## config.mk

```make
export PLATFORM = sky130hd
export DESIGN_NAME = ntp_header_parser
export DESIGN_NICKNAME = d
export VERILOG_FILES = /design/src/sv/nhp_pkg.sv /design/src/sv/nhp_front.sv /design/src/sv/nhp_queue.sv /design/src/sv/nhp_back.sv /design/src/sv/ntp_header_parser.sv
export SDC_FILE = /design/constraint.sdc
export NUM_CORES = 1
export LEC_CHECK = 0
export BUFFER_PORTS_ARGS = -buffer_cell sky130_fd_sc_hd__buf_2
export CAP_MARGIN = 40
export CORE_MARGIN = 5
export CORE_UTILIZATION = 40
export CTS_BUF_LIST = sky130_fd_sc_hd__clkbuf_8
export DETAILED_ROUTE_END_ITERATION = 10
export PLACE_DENSITY = 0.53
export SLEW_MARGIN = 10
export SYNTH_ARGS = -nofsm -noshare
export SYNTH_HDL_FRONTEND = slang
export SYNTH_SLANG_ARGS = --single-unit
```

## constraint.sdc

```tcl
create_clock -name clk -period 26 [get_ports clk]
set_clock_uncertainty 0.2 [all_clocks]
set_input_delay 1.3 -clock clk [delete_from_list [all_inputs] [get_ports clk]]
set_output_delay 1.3 -clock clk [all_outputs]
set_load 0.02 [all_outputs]
```

## src/sv/nhp_pkg.sv

```systemverilog
package nhp_pkg;

    // Header geometry
    localparam int HEADER_BYTES = 48;
    localparam int OFFSET_W     = 6;
    localparam int TDATA_W      = 184;

    // Result status codes
    localparam logic [2:0] ST_OK      = 3'd0;
    localparam logic [2:0] ST_SHORT   = 3'd1;
    localparam logic [2:0] ST_VERSION = 3'd2;
    localparam logic [2:0] ST_MODE    = 3'd3;
    localparam logic [2:0] ST_STRATUM = 3'd4;
    localparam logic [2:0] ST_POLL    = 3'd5;

    // Kiss-o'-death codes
    localparam logic [2:0] KISS_NONE = 3'd0;
    localparam logic [2:0] KISS_INIT = 3'd1;
    localparam logic [2:0] KISS_STEP = 3'd2;
    localparam logic [2:0] KISS_DENY = 3'd3;
    localparam logic [2:0] KISS_RATE = 3'd4;

    localparam logic [31:0] KISS_INIT_ID = 32'h494E4954;
    localparam logic [31:0] KISS_STEP_ID = 32'h53544550;
    localparam logic [31:0] KISS_DENY_ID = 32'h44454E59;
    localparam logic [31:0] KISS_RATE_ID = 32'h52415445;

    // Header limits
    localparam logic [2:0] HDR_VERSION = 3'd4;
    localparam logic [2:0] MODE_CLIENT = 3'd3;
    localparam logic [2:0] MODE_SERVER = 3'd4;
    localparam logic [7:0] MAX_STRATUM = 8'd16;
    localparam logic [7:0] MAX_POLL    = 8'd17;

    // Timestamp kinds
    localparam logic [1:0] KIND_REFERENCE = 2'd0;
    localparam logic [1:0] KIND_TRANSMIT  = 2'd3;

    // One classified packet, handed from the front to the back
    typedef struct packed {
        logic [2:0]       status;
        logic [1:0]       leap;
        logic [2:0]       assoc_mode;
        logic [4:0]       stratum;
        logic [4:0]       poll;
        logic [31:0]      root_delay;
        logic [31:0]      root_dispersion;
        logic [31:0]      reference_id;
        logic [2:0]       kiss_code;
        logic [3:0][63:0] stamps;
    } hdr_entry_t;

endpackage

```

## src/sv/nhp_front.sv

```systemverilog
module nhp_front
    import nhp_pkg::*;
(
    input  logic       clk,
    input  logic       rst_n,
    input  logic       accept,
    input  logic [7:0] payload_byte,
    input  logic       end_of_packet,
    output logic       push,
    output hdr_entry_t entry
);

    logic [OFFSET_W-1:0] offset_reg, offset_next;
    logic [7:0]          first_reg, first_next;
    logic [7:0]          stratum_reg, stratum_next;
    logic [7:0]          poll_reg, poll_next;
    logic [31:0]         delay_reg, delay_next;
    logic [31:0]         disp_reg, disp_next;
    logic [31:0]         refid_reg, refid_next;
    logic [3:0][63:0]    stamp_reg, stamp_next;

    logic [OFFSET_W-1:0] rel;
    logic [1:0]          slot;
    logic [2:0]          bsel;
    logic                in_header;
    logic [OFFSET_W-1:0] count_after;
    logic [2:0]          version;
    logic [2:0]          mode;
    logic [2:0]          status;
    logic [2:0]          kiss;

    assign rel       = offset_reg - OFFSET_W'(16);
    assign slot      = rel[4:3];
    assign bsel      = rel[2:0];
    assign in_header = offset_reg < OFFSET_W'(HEADER_BYTES);

    // Capture the current word into its header field
    always_comb
    begin
        first_next   = first_reg;
        stratum_next = stratum_reg;
        poll_next    = poll_reg;
        delay_next   = delay_reg;
        disp_next    = disp_reg;
        refid_next   = refid_reg;
        stamp_next   = stamp_reg;
        if (accept && in_header)
        begin
            if (offset_reg == OFFSET_W'(0))
                first_next = payload_byte;
            else if (offset_reg == OFFSET_W'(1))
                stratum_next = payload_byte;
            else if (offset_reg == OFFSET_W'(2))
                poll_next = payload_byte;
            else if (offset_reg >= OFFSET_W'(4) && offset_reg < OFFSET_W'(8))
                delay_next[{2'd3 - offset_reg[1:0], 3'b000} +: 8] = payload_byte;
            else if (offset_reg >= OFFSET_W'(8) && offset_reg < OFFSET_W'(12))
                disp_next[{2'd3 - offset_reg[1:0], 3'b000} +: 8] = payload_byte;
            else if (offset_reg >= OFFSET_W'(12) && offset_reg < OFFSET_W'(16))
                refid_next[{2'd3 - offset_reg[1:0], 3'b000} +: 8] = payload_byte;
            else if (offset_reg >= OFFSET_W'(16))
                stamp_next[slot][{3'd7 - bsel, 3'b000} +: 8] = payload_byte;
        end
    end

    // Advance the byte count, saturating at the header length
    assign count_after = in_header ? offset_reg + OFFSET_W'(1) : offset_reg;

    always_comb
    begin
        offset_next = offset_reg;
        if (accept)
            offset_next = end_of_packet ? '0 : count_after;
    end

    // Classify the packet on its last word
    assign version = first_next[5:3];
    assign mode    = first_next[2:0];

    always_comb
    begin
        if (count_after < OFFSET_W'(HEADER_BYTES))
            status = ST_SHORT;
        else if (version != HDR_VERSION)
            status = ST_VERSION;
        else if (mode != MODE_CLIENT && mode != MODE_SERVER)
            status = ST_MODE;
        else if (stratum_next > MAX_STRATUM)
            status = ST_STRATUM;
        else if (poll_next > MAX_POLL)
            status = ST_POLL;
        else
            status = ST_OK;
    end

    always_comb
    begin
        kiss = KISS_NONE;
        if (stratum_next == 8'd0)
        begin
            if (refid_next == KISS_INIT_ID)
                kiss = KISS_INIT;
            else if (refid_next == KISS_STEP_ID)
                kiss = KISS_STEP;
            else if (refid_next == KISS_DENY_ID)
                kiss = KISS_DENY;
            else if (refid_next == KISS_RATE_ID)
                kiss = KISS_RATE;
        end
    end

    assign push                  = accept && end_of_packet;
    assign entry.status          = status;
    assign entry.leap            = first_next[7:6];
    assign entry.assoc_mode      = mode;
    assign entry.stratum         = stratum_next[4:0];
    assign entry.poll            = poll_next[4:0];
    assign entry.root_delay      = delay_next;
    assign entry.root_dispersion = disp_next;
    assign entry.reference_id    = refid_next;
    assign entry.kiss_code       = kiss;
    assign entry.stamps          = stamp_next;

    always_ff @(posedge clk or negedge rst_n)
    begin
        if (!rst_n)
            offset_reg <= '0;
        else
            offset_reg <= offset_next;
    end

    // Header fields, overwritten by the header bytes each packet carries
    always_ff @(posedge clk)
    begin
        first_reg   <= first_next;
        stratum_reg <= stratum_next;
        poll_reg    <= poll_next;
        delay_reg   <= delay_next;
        disp_reg    <= disp_next;
        refid_reg   <= refid_next;
        stamp_reg   <= stamp_next;
    end

    a_offset_saturates: assert property (@(posedge clk) disable iff (!rst_n)
        offset_reg <= OFFSET_W'(HEADER_BYTES))
        else $error("byte count ran past the header length");

    a_offset_clears: assert property (@(posedge clk) disable iff (!rst_n)
        push |=> offset_reg == '0)
        else $error("byte count not cleared after last word");

endmodule

```

## src/sv/nhp_queue.sv

```systemverilog
module nhp_queue
    import nhp_pkg::*;
#(
    parameter int DEPTH = 2
)
(
    input  logic       clk,
    input  logic       rst_n,
    input  logic       push,
    input  hdr_entry_t push_entry,
    input  logic       pop,
    output logic       full,
    output logic       head_valid,
    output hdr_entry_t head_entry
);

    localparam int PTR_W = (DEPTH > 1) ? $clog2(DEPTH) : 1;
    localparam int CNT_W = $clog2(DEPTH + 1);

    hdr_entry_t          slot_reg [DEPTH];
    logic [PTR_W-1:0]    wr_ptr_reg, wr_ptr_next;
    logic [PTR_W-1:0]    rd_ptr_reg, rd_ptr_next;
    logic [CNT_W-1:0]    count_reg, count_next;

    assign full       = count_reg == CNT_W'(DEPTH);
    assign head_valid = count_reg != '0;
    assign head_entry = slot_reg[rd_ptr_reg];

    // Advance pointers with wrap at the queue depth
    always_comb
    begin
        wr_ptr_next = wr_ptr_reg;
        rd_ptr_next = rd_ptr_reg;
        count_next  = count_reg;
        if (push)
            wr_ptr_next = (wr_ptr_reg == PTR_W'(DEPTH - 1)) ? '0 : wr_ptr_reg + PTR_W'(1);
        if (pop)
            rd_ptr_next = (rd_ptr_reg == PTR_W'(DEPTH - 1)) ? '0 : rd_ptr_reg + PTR_W'(1);
        if (push && !pop)
            count_next = count_reg + CNT_W'(1);
        else if (pop && !push)
            count_next = count_reg - CNT_W'(1);
    end

    always_ff @(posedge clk or negedge rst_n)
    begin
        if (!rst_n)
        begin
            wr_ptr_reg <= '0;
            rd_ptr_reg <= '0;
            count_reg  <= '0;
        end
        else
        begin
            wr_ptr_reg <= wr_ptr_next;
            rd_ptr_reg <= rd_ptr_next;
            count_reg  <= count_next;
        end
    end

    always_ff @(posedge clk)
    begin
        if (push)
            slot_reg[wr_ptr_reg] <= push_entry;
    end

    a_no_overflow: assert property (@(posedge clk) disable iff (!rst_n)
        push |-> !full)
        else $error("packet queue overflow");

    a_no_underflow: assert property (@(posedge clk) disable iff (!rst_n)
        pop |-> head_valid)
        else $error("packet queue underflow");

endmodule

```

## src/sv/nhp_back.sv

```systemverilog
module nhp_back
    import nhp_pkg::*;
(
    input  logic               clk,
    input  logic               rst_n,
    input  logic               head_valid,
    input  hdr_entry_t         head_entry,
    output logic               pop,
    output logic               m_tvalid,
    input  logic               m_tready,
    output logic [TDATA_W-1:0] m_tdata,
    output logic [1:0]         m_tuser,
    output logic               m_tlast
);

    logic [1:0]         kind_reg, kind_next;
    logic               valid_reg, valid_next;
    logic [TDATA_W-1:0] data_reg, data_next;
    logic [1:0]         user_reg, user_next;
    logic               last_reg, last_next;
    logic               load;
    logic               is_error;

    assign is_error = head_entry.status != ST_OK;
    assign load     = head_valid && (!valid_reg || m_tready);
    assign pop      = load && (is_error || kind_reg == KIND_TRANSMIT);

    // Build the next result word from the queue head
    always_comb
    begin
        kind_next  = kind_reg;
        valid_next = valid_reg && !m_tready;
        data_next  = data_reg;
        user_next  = user_reg;
        last_next  = last_reg;
        if (load)
        begin
            valid_next = 1'b1;
            kind_next  = pop ? KIND_REFERENCE : kind_reg + 2'd1;
            if (is_error)
            begin
                data_next = {{(TDATA_W - 8){1'b0}},
                             head_entry.assoc_mode, head_entry.leap, head_entry.status};
                user_next = KIND_REFERENCE;
                last_next = 1'b1;
            end
            else
            begin
                data_next = {3'b000,
                             head_entry.stamps[kind_reg],
                             head_entry.kiss_code,
                             head_entry.reference_id,
                             head_entry.root_dispersion,
                             head_entry.root_delay,
                             head_entry.poll,
                             head_entry.stratum,
                             head_entry.assoc_mode,
                             head_entry.leap,
                             head_entry.status};
                user_next = kind_reg;
                last_next = kind_reg == KIND_TRANSMIT;
            end
        end
    end

    always_ff @(posedge clk or negedge rst_n)
    begin
        if (!rst_n)
        begin
            kind_reg  <= KIND_REFERENCE;
            valid_reg <= 1'b0;
        end
        else
        begin
            kind_reg  <= kind_next;
            valid_reg <= valid_next;
        end
    end

    always_ff @(posedge clk)
    begin
        data_reg <= data_next;
        user_reg <= user_next;
        last_reg <= last_next;
    end

    assign m_tvalid = valid_reg;
    assign m_tdata  = data_reg;
    assign m_tuser  = user_reg;
    assign m_tlast  = last_reg;

    a_error_is_last: assert property (@(posedge clk) disable iff (!rst_n)
        valid_reg && data_reg[2:0] != ST_OK |-> last_reg)
        else $error("error word not marked last");

    a_last_on_transmit: assert property (@(posedge clk) disable iff (!rst_n)
        valid_reg && data_reg[2:0] == ST_OK |-> last_reg == (user_reg == KIND_TRANSMIT))
        else $error("last mark not on transmit timestamp");

    a_expansion_holds_head: assert property (@(posedge clk) disable iff (!rst_n)
        kind_reg != KIND_REFERENCE |-> head_valid)
        else $error("queue head lost during timestamp expansion");

endmodule

```

## src/sv/ntp_header_parser.sv

```systemverilog
// Channel  Dir  Ports                            Word contents (lowest bit up)
// -------  ---  -------------------------------  ------------------------------------------
// s_*      in   s_tvalid s_tready s_tdata s_tlast payload_byte; tlast = end_of_packet
// m_*      out  m_tvalid m_tready m_tdata        status leap assoc_mode stratum_out poll_out
//               m_tuser m_tlast                  root_delay root_dispersion reference_id
//                                                kiss_code stamp_value; tuser = stamp_kind;
//                                                tlast = last_result
//
// One payload word is accepted per cycle while the queue is not full; the front captures header
// fields and classifies the packet on its last word. Each packet leaves one result word on
// error or four (one per timestamp) on success, one per cycle from the back while m_tready is high.
// The packet's entry is written into the queue, and the back then registers its first result word.
// A QUEUE_DEPTH-entry packet queue decouples the two; s_tready drops only when it
// is full. Reset is asynchronous and active low; it clears the counters and flags.
module ntp_header_parser
    import nhp_pkg::*;
#(
    parameter int QUEUE_DEPTH = 2
)
(
    input  logic               clk,
    input  logic               rst_n,
    input  logic               s_tvalid,
    output logic               s_tready,
    input  logic [7:0]         s_tdata,   // payload_byte[7:0]
    input  logic               s_tlast,
    output logic               m_tvalid,
    input  logic               m_tready,
    output logic [TDATA_W-1:0] m_tdata,   // status, leap, assoc_mode, stratum_out,
                                          // poll_out, root_delay, root_dispersion,
                                          // reference_id, kiss_code, stamp_value, pad
    output logic [1:0]         m_tuser,   // stamp_kind[1:0]
    output logic               m_tlast
);

    logic       accept;
    logic       push;
    logic       pop;
    logic       full;
    logic       head_valid;
    hdr_entry_t push_entry;
    hdr_entry_t head_entry;

    assign s_tready = !full;
    assign accept   = s_tvalid && s_tready;

    nhp_front u_front (
        .clk           (clk),
        .rst_n         (rst_n),
        .accept        (accept),
        .payload_byte  (s_tdata),
        .end_of_packet (s_tlast),
        .push          (push),
        .entry         (push_entry)
    );

    nhp_queue #(
        .DEPTH (QUEUE_DEPTH)
    ) u_queue (
        .clk        (clk),
        .rst_n      (rst_n),
        .push       (push),
        .push_entry (push_entry),
        .pop        (pop),
        .full       (full),
        .head_valid (head_valid),
        .head_entry (head_entry)
    );

    nhp_back u_back (
        .clk        (clk),
        .rst_n      (rst_n),
        .head_valid (head_valid),
        .head_entry (head_entry),
        .pop        (pop),
        .m_tvalid   (m_tvalid),
        .m_tready   (m_tready),
        .m_tdata    (m_tdata),
        .m_tuser    (m_tuser),
        .m_tlast    (m_tlast)
    );

endmodule

```

==> run_results.csv, run 1 <==
group,metric,value,unit
cts,h-tree-depth,4,
final_layout,synthToLayoutAreaGrowth,15.7,%
detailed_routing,ant_nets,0,
sta,hold_violations,0,
floorplan,coreArea,118000,µm²
sta,setup_tns,0,ns
synth,yosys.area.top_type,"edfxtp_1",
critical_path,cp-start-kind,"flop",
critical_path,crit_type,"reg2reg",
sta,setup_slack,21.46,ns
detailed_routing,drtPass1Iterations,5,
place,dpl_worst_slack,21.16,ns
floorplan,die_w,354,µm
run,maxCapViolCount,0,
place,place.gp.congestion,0.787,
detailed_routing,viasPerCell,5.05,
pwr,p_leak,20.2,nW
detailed_routing,drt_wl_total,107,mm
cts,cts.path.max_buffers,3,
global_route,antenna_found_initial,3,
critical_path,startpoint,"u_queue.rd_ptr_reg",
global_route,grt_pass1_vias,25900,
sta,period_needed,4.54,ns
cts,cts_hold_buf,0,
critical_path,timing.rr.end,"u_back.m_tdata[154]",
place,placed_cells,4429,
sta,period_share,0.175,
synth,netlist.area_leader.share,0.590,
floorplan,dieArea,125000,µm²
cts,cts.reportedPaths.clkPinSlew,0.06,ns
synth,yosys-top-cells-area,"edfxtp_1 (59%), dfxtp_1 (16%), mux2_2 (6.8%)",
floorplan,rows,126,
sta,rsz0062_at_grt,"no",
cts,cts_resized,0,
place,port_buffers,198,
final_layout,seqCellArea,35800,µm²
synth,syn_area,47300,µm²
final_layout,largest_reg_flops,746,
cts,cts_root_buf,"clkbuf_8",
sta,tightestPinTransition,1.11,ns
floorplan,initial_utilization,0.402,
critical_path,required,26.37,ns
cts,cts_tree,"built",
detailed_routing,drt_iter0_drc,1429,
cts,clkLatencyLatePin,0.86,ns
critical_path,cp-endpoint,"u_back.m_tdata[154]",
cts,clock_sinks,1319,
synth,synth_ff_type,"edfxtp_1",
pwr,vdd_drop_max,0.102,mV
critical_path,arrival,4.91,ns
global_route,grt_usage,0.169,
sta,slew_headroom,0.259,
pwr,total_power,5.57,mW
final_layout,fin_util,0.465,
final_layout,fillers,10100,
final_layout,final_nets,3124,
pwr,p_per_area,102,nW/µm²
synth,yosys_warnings,0,
synth,syn-instance-count,2761,
floorplan,die-height,354,µm
cts,cts_setup_buffers,0,
sta,whs,0.160,ns
critical_path,r2r_start,"u_queue.rd_ptr_reg",
cts,cts-buffers-inserted,209,
place,dp_hpwl,62.7,mm
synth,synth.most_common_cell,"edfxtp_1",
outcome,outcome,"completed",
critical_path,reg2reg_depth,8,
worst_hold_path,min_path_type,"in2async",
detailed_routing,post_drt_wl_per_cell,22.1,µm
synth,postSynthAreaPerCell,17.1,µm²
critical_path,crit_path_max_fanout,121,
floorplan,io_pins,202,
place,placed_area,50500,µm²
sta,max_freq,0.220,GHz
synth,synthArstFlopShare,0.00986,
synth,synth_seq_cells,1319,
synth,synthTopCellsByCount,"edfxtp_1 (930), dfxtp_1 (376), mux2_2 (285), nand2_1 (254), nor2_1 (175)",
detailed_routing,drc,0,
synth,yosysUniqueCellTypes,63,
global_route,grt_pass1_wl,162,mm
final_layout,stdcell_area,54700,µm²
sta,drv_slew,0,
final_layout,drive_gt1_frac,0.302,
global_route,grt_max_degree,163,
sta,setup_viol,0,
synth,synth_edf_count,930,
global_route,overflow,0,
synth,ys_seq_area_frac,0.756,
critical_path,endpoint_kind,"flop",
final_layout,final_cells,4827,
detailed_routing,vias,24400,
critical_path,r2r_setup_slack,21.46,ns
final_layout,multi_input_area,10900,µm²
-- how the worst min path moves through the flow --
stage / startpoint / endpoint / slack [ns] / depth (start not counted)
floorplan: u_front.disp_reg[1] / u_front.disp_reg[1] / 0.22 / 2
global placement: u_front.disp_reg[1] / u_front.disp_reg[1] / 0.25 / 2
detailed placement: u_front.first_reg[4] / u_front.first_reg[4] / 0.26 / 1
CTS: rst_n / u_back.m_tvalid / 0.07 / 1
global route: rst_n / u_back.m_tvalid / 0.11 / 1
finish: rst_n / u_back.m_tvalid / 0.16 / 1
-- cell type report --
class | instances | share of cell area
sequential | 1319 | 0.654
multi-input combinational | 1272 | 0.200
clock buffer | 241 | 0.0606
tap | 1536 | 0.0351
timing repair buffer | 274 | 0.0328
clock inverter | 154 | 0.0162
inverter | 28 | 0.00192
antenna | 3 | 0.000137
-- cell usage in the layout, fill, tap and decap left out, drive strengths merged, types with 13 or more instances in the layout --
master,netlist,routed
clkbuf,102,241
inv,28,111
o21ai,77,77
buf,42,274
mux2,286,286
mux4,128,128
clkinv,0,60
edfxtp,930,930
dfxtp,376,376
dfrtp,13,13
nand2,254,254
mux2i,120,120
nand3,28,28
nor2,175,175
a32o,13,13
a21oi,70,70
-- cell families (layout without fill, tap and decap cells) --
logic type	Yosys count	count (layout)	share of synthesized area
mux	534	534	0.154
xor+xnor	9	9	0.00167
fa+ha+maj	7	7	0.00185
compound gates	186	186	0.0234
buf+inv	172	697	0.0143
simple gates	533	533	0.0485
flops	1319	1319	0.756
other cells	1	6	0.0000792
-- report_power, final --
group / total, mW / switching (mW) / internal, mW
sequential: 2.77 / 0.112 / 2.66
clock: 1.71 / 0.795 / 0.919
combinational: 1.08 / 0.684 / 0.398
total: 5.57 / 1.59 / 3.98
-- critical path, cell delays in order, from the launching register on --
cell and delay, ns:
dfrtp_4 0.68, buf_12 0.29, buf_12 0.77, buf_4 0.48
buf_16 0.30, buf_4 0.69, mux4_2 0.60, nand2_1 0.08
a21oi_1 0.06
-- per-layer routing --
layer / track usage / vias to the layer above / share of wire
li1: - / 11100 / -
met1: 0.223 / 12500 / 0.44
met2: 0.283 / 625 / 0.49
met3: 0.0337 / 155 / 0.048
met4: 0.0541 / 0 / 0.022
met5: 0 / - / 0
Note: power is estimated with default switching activity, not from simulation.
==> run 2: changes to the inputs <==
- PLACE_DENSITY: 0.53 -> 0.55
- clock period: 26 -> 4 ns (I/O delays scaled with it)
==> run_results.csv, run 2 (synthesis results as in run 1) <==
group,metric,value,unit
cts,cts_tree,"built",
cts,cts.reportedPaths.clkPinSlew,0.07,ns
cts,h-tree-depth,4,
pwr,p_leak,20.4,nW
critical_path,crit_path_max_fanout,9,
critical_path,timing.rr.end,"u_queue.slot_reg[0][257]",
cts,cts_resized,0,
worst_hold_path,worstHoldPathCells,3,
pwr,p_per_area,655,nW/µm²
sta,slew_headroom,0.416,
critical_path,r2r_start,"u_front.offset_reg[0]",
floorplan,dieArea,125000,µm²
place,place.gp.congestion,0.873,
pwr,vdd_drop_max,0.343,mV
sta,rsz0062_at_grt,"no",
critical_path,crit_slowest_cell,"or4_1",
place,dpl_worst_slack,0.528,ns
place,port_buffers,198,
global_route,overflow,0,
global_route,antenna_found_initial,6,
final_layout,multi_input_area,10900,µm²
global_route,grt_usage,0.171,
final_layout,final_cell_mix,"edfxtp_1 (930), dfxtp_1 (376), mux2_2 (285)",
critical_path,crit_chain,"inv_1 -> ha_1 -> nor4bb_2 -> nand2_1 -> mux2_2 -> nor4_1 -> nand3b_1 -> or4_1 -> a221oi_2",
detailed_routing,post_drt_wl_per_cell,22.3,µm
place,dp_hpwl,64.9,mm
critical_path,endpoint_kind,"flop",
final_layout,fillers,10100,
detailed_routing,drc,0,
worst_hold_path,whs_endpoint,"u_front.offset_reg[1]",
cts,cts-buffers-inserted,206,
detailed_routing,drtPass1Iterations,7,
floorplan,die-height,354,µm
detailed_routing,drt_iter0_drc,1590,
critical_path,r2r_setup_slack,0.48,ns
sta,tightestPinTransition,0.877,ns
critical_path,reg2reg_depth,9,
floorplan,coreArea,118000,µm²
place,placed_cells,4452,
final_layout,final_cells,4859,
floorplan,io_pins,202,
worst_hold_path,min_path_type,"in2reg",
critical_path,crit_path_max_incr_delay,0.53,ns
final_layout,largest_reg_flops,746,
sta,period_needed,3.52,ns
detailed_routing,viasPerCell,5.09,
critical_path,required,4.49,ns
sta,drv_slew,0,
sta,max_freq,0.284,GHz
final_layout,synthToLayoutAreaGrowth,16.0,%
global_route,grt_pass1_wl,162,mm
detailed_routing,ant_nets,0,
cts,cts_root_buf,"clkbuf_8",
run,maxCapViolCount,0,
final_layout,seqCellArea,35800,µm²
detailed_routing,vias,24700,
sta,period_share,0.881,
cts,clkLatencyLatePin,0.86,ns
critical_path,cp-start-kind,"flop",
final_layout,drive_gt1_frac,0.305,
final_layout,final_common_cell,"edfxtp_1",
global_route,grt_pass1_vias,26300,
critical_path,arrival,4.01,ns
detailed_routing,drt_wl_total,108,mm
cts,cts.path.max_buffers,3,
final_layout,final_nets,3158,
cts,clock_sinks,1319,
sta,setup_slack,0.475,ns
floorplan,initial_utilization,0.402,
outcome,outcome,"completed",
global_route,grt_max_degree,124,
sta,setup_viol,0,
critical_path,crit_type,"reg2reg",
sta,hold_violations,0,
floorplan,die_w,354,µm
worst_hold_path,min_from,"s_tlast",
floorplan,rows,126,
[run 2: final cells by class]
type | instances | share of cell area
Sequential cell | 1319 | 0.652
Inverter | 28 | 0.00191
Antenna cell | 1 | 0.0000456
Clock inverter | 156 | 0.0156
Multi-Input combinational cell | 1272 | 0.199
Tap cell | 1536 | 0.0350
Clock buffer | 236 | 0.0591
Timing Repair Buffer | 311 | 0.0375
[run 2: metrics by stage]
| stage | cell area (µm²) | util | setup TNS [ns] | power (mW) | hold slack, ns |
|---|---|---|---|---|---|
| 6_report | 54900 | 0.466 | 0 | 36.0 | 0.142 |
| 3_5_place_dp | 50700 | 0.430 | 0 | 25.4 | -0.0461 |
| 5_1_grt | 54900 | 0.466 | 0 | 37.8 | 0.0869 |
| 2_1_floorplan | 47400 | - | -1991.47 | 23.2 | -0.296 |
| 4_1_cts | 54900 | 0.466 | 0 | 36.5 | 0.0464 |
| 3_3_place_gp | 50600 | 0.430 | 0 | 25.2 | -0.0568 |
[run 2: worst max path at each step]
stage / start / to / slack, ns
floorplan: u_queue.count_reg[0] / u_queue.slot_reg[0][0] / -3.17
global placement: u_front.offset_reg[0] / u_queue.slot_reg[0][257] / 0.49
detailed placement: u_front.offset_reg[0] / u_queue.slot_reg[1][257] / 0.53
CTS: u_front.offset_reg[0] / u_queue.slot_reg[1][257] / 0.53
global route: u_front.offset_reg[0] / u_queue.slot_reg[1][257] / 0.27
finish: u_front.offset_reg[0] / u_queue.slot_reg[0][257] / 0.48
[run 2: critical path: cells and delay by family (launching register included)]
kind	cells	cell delay (ns)
and+or+nand+nor	5	1.59
DFF	1	0.51
muxes	1	0.35
adders and majority gates	1	0.32
AOI/OAI and AO/OA	1	0.29
buffers and inverters	1	0.11
[run 2: routing by layer]
| metal | vias to the layer above | GRT usage | routed length (µm) |
|---|---|---|---|
| met5 | - | 0 | 28 |
| met4 | 4 | 0.0561 | 2670 |
| met3 | 165 | 0.0379 | 6270 |
| met2 | 702 | 0.286 | 53100 |
| met1 | 12700 | 0.222 | 46400 |
| li1 | 11200 | - | - |
[run 2: timing repair]
| action | in CTS | in global routing |
|---|---|---|
| endpoints found under the hold margin | 609 | 0 |
| hold buffers | 14 | 0 |
| buffers inserted | 0 | 0 |
[run 2: where the power goes]
part / switching (mW) / internal [mW]
Combinational: 4.52 / 2.62
Clock: 5.23 / 5.71
Sequential: 0.615 / 17.3
Total: 10.4 / 25.6
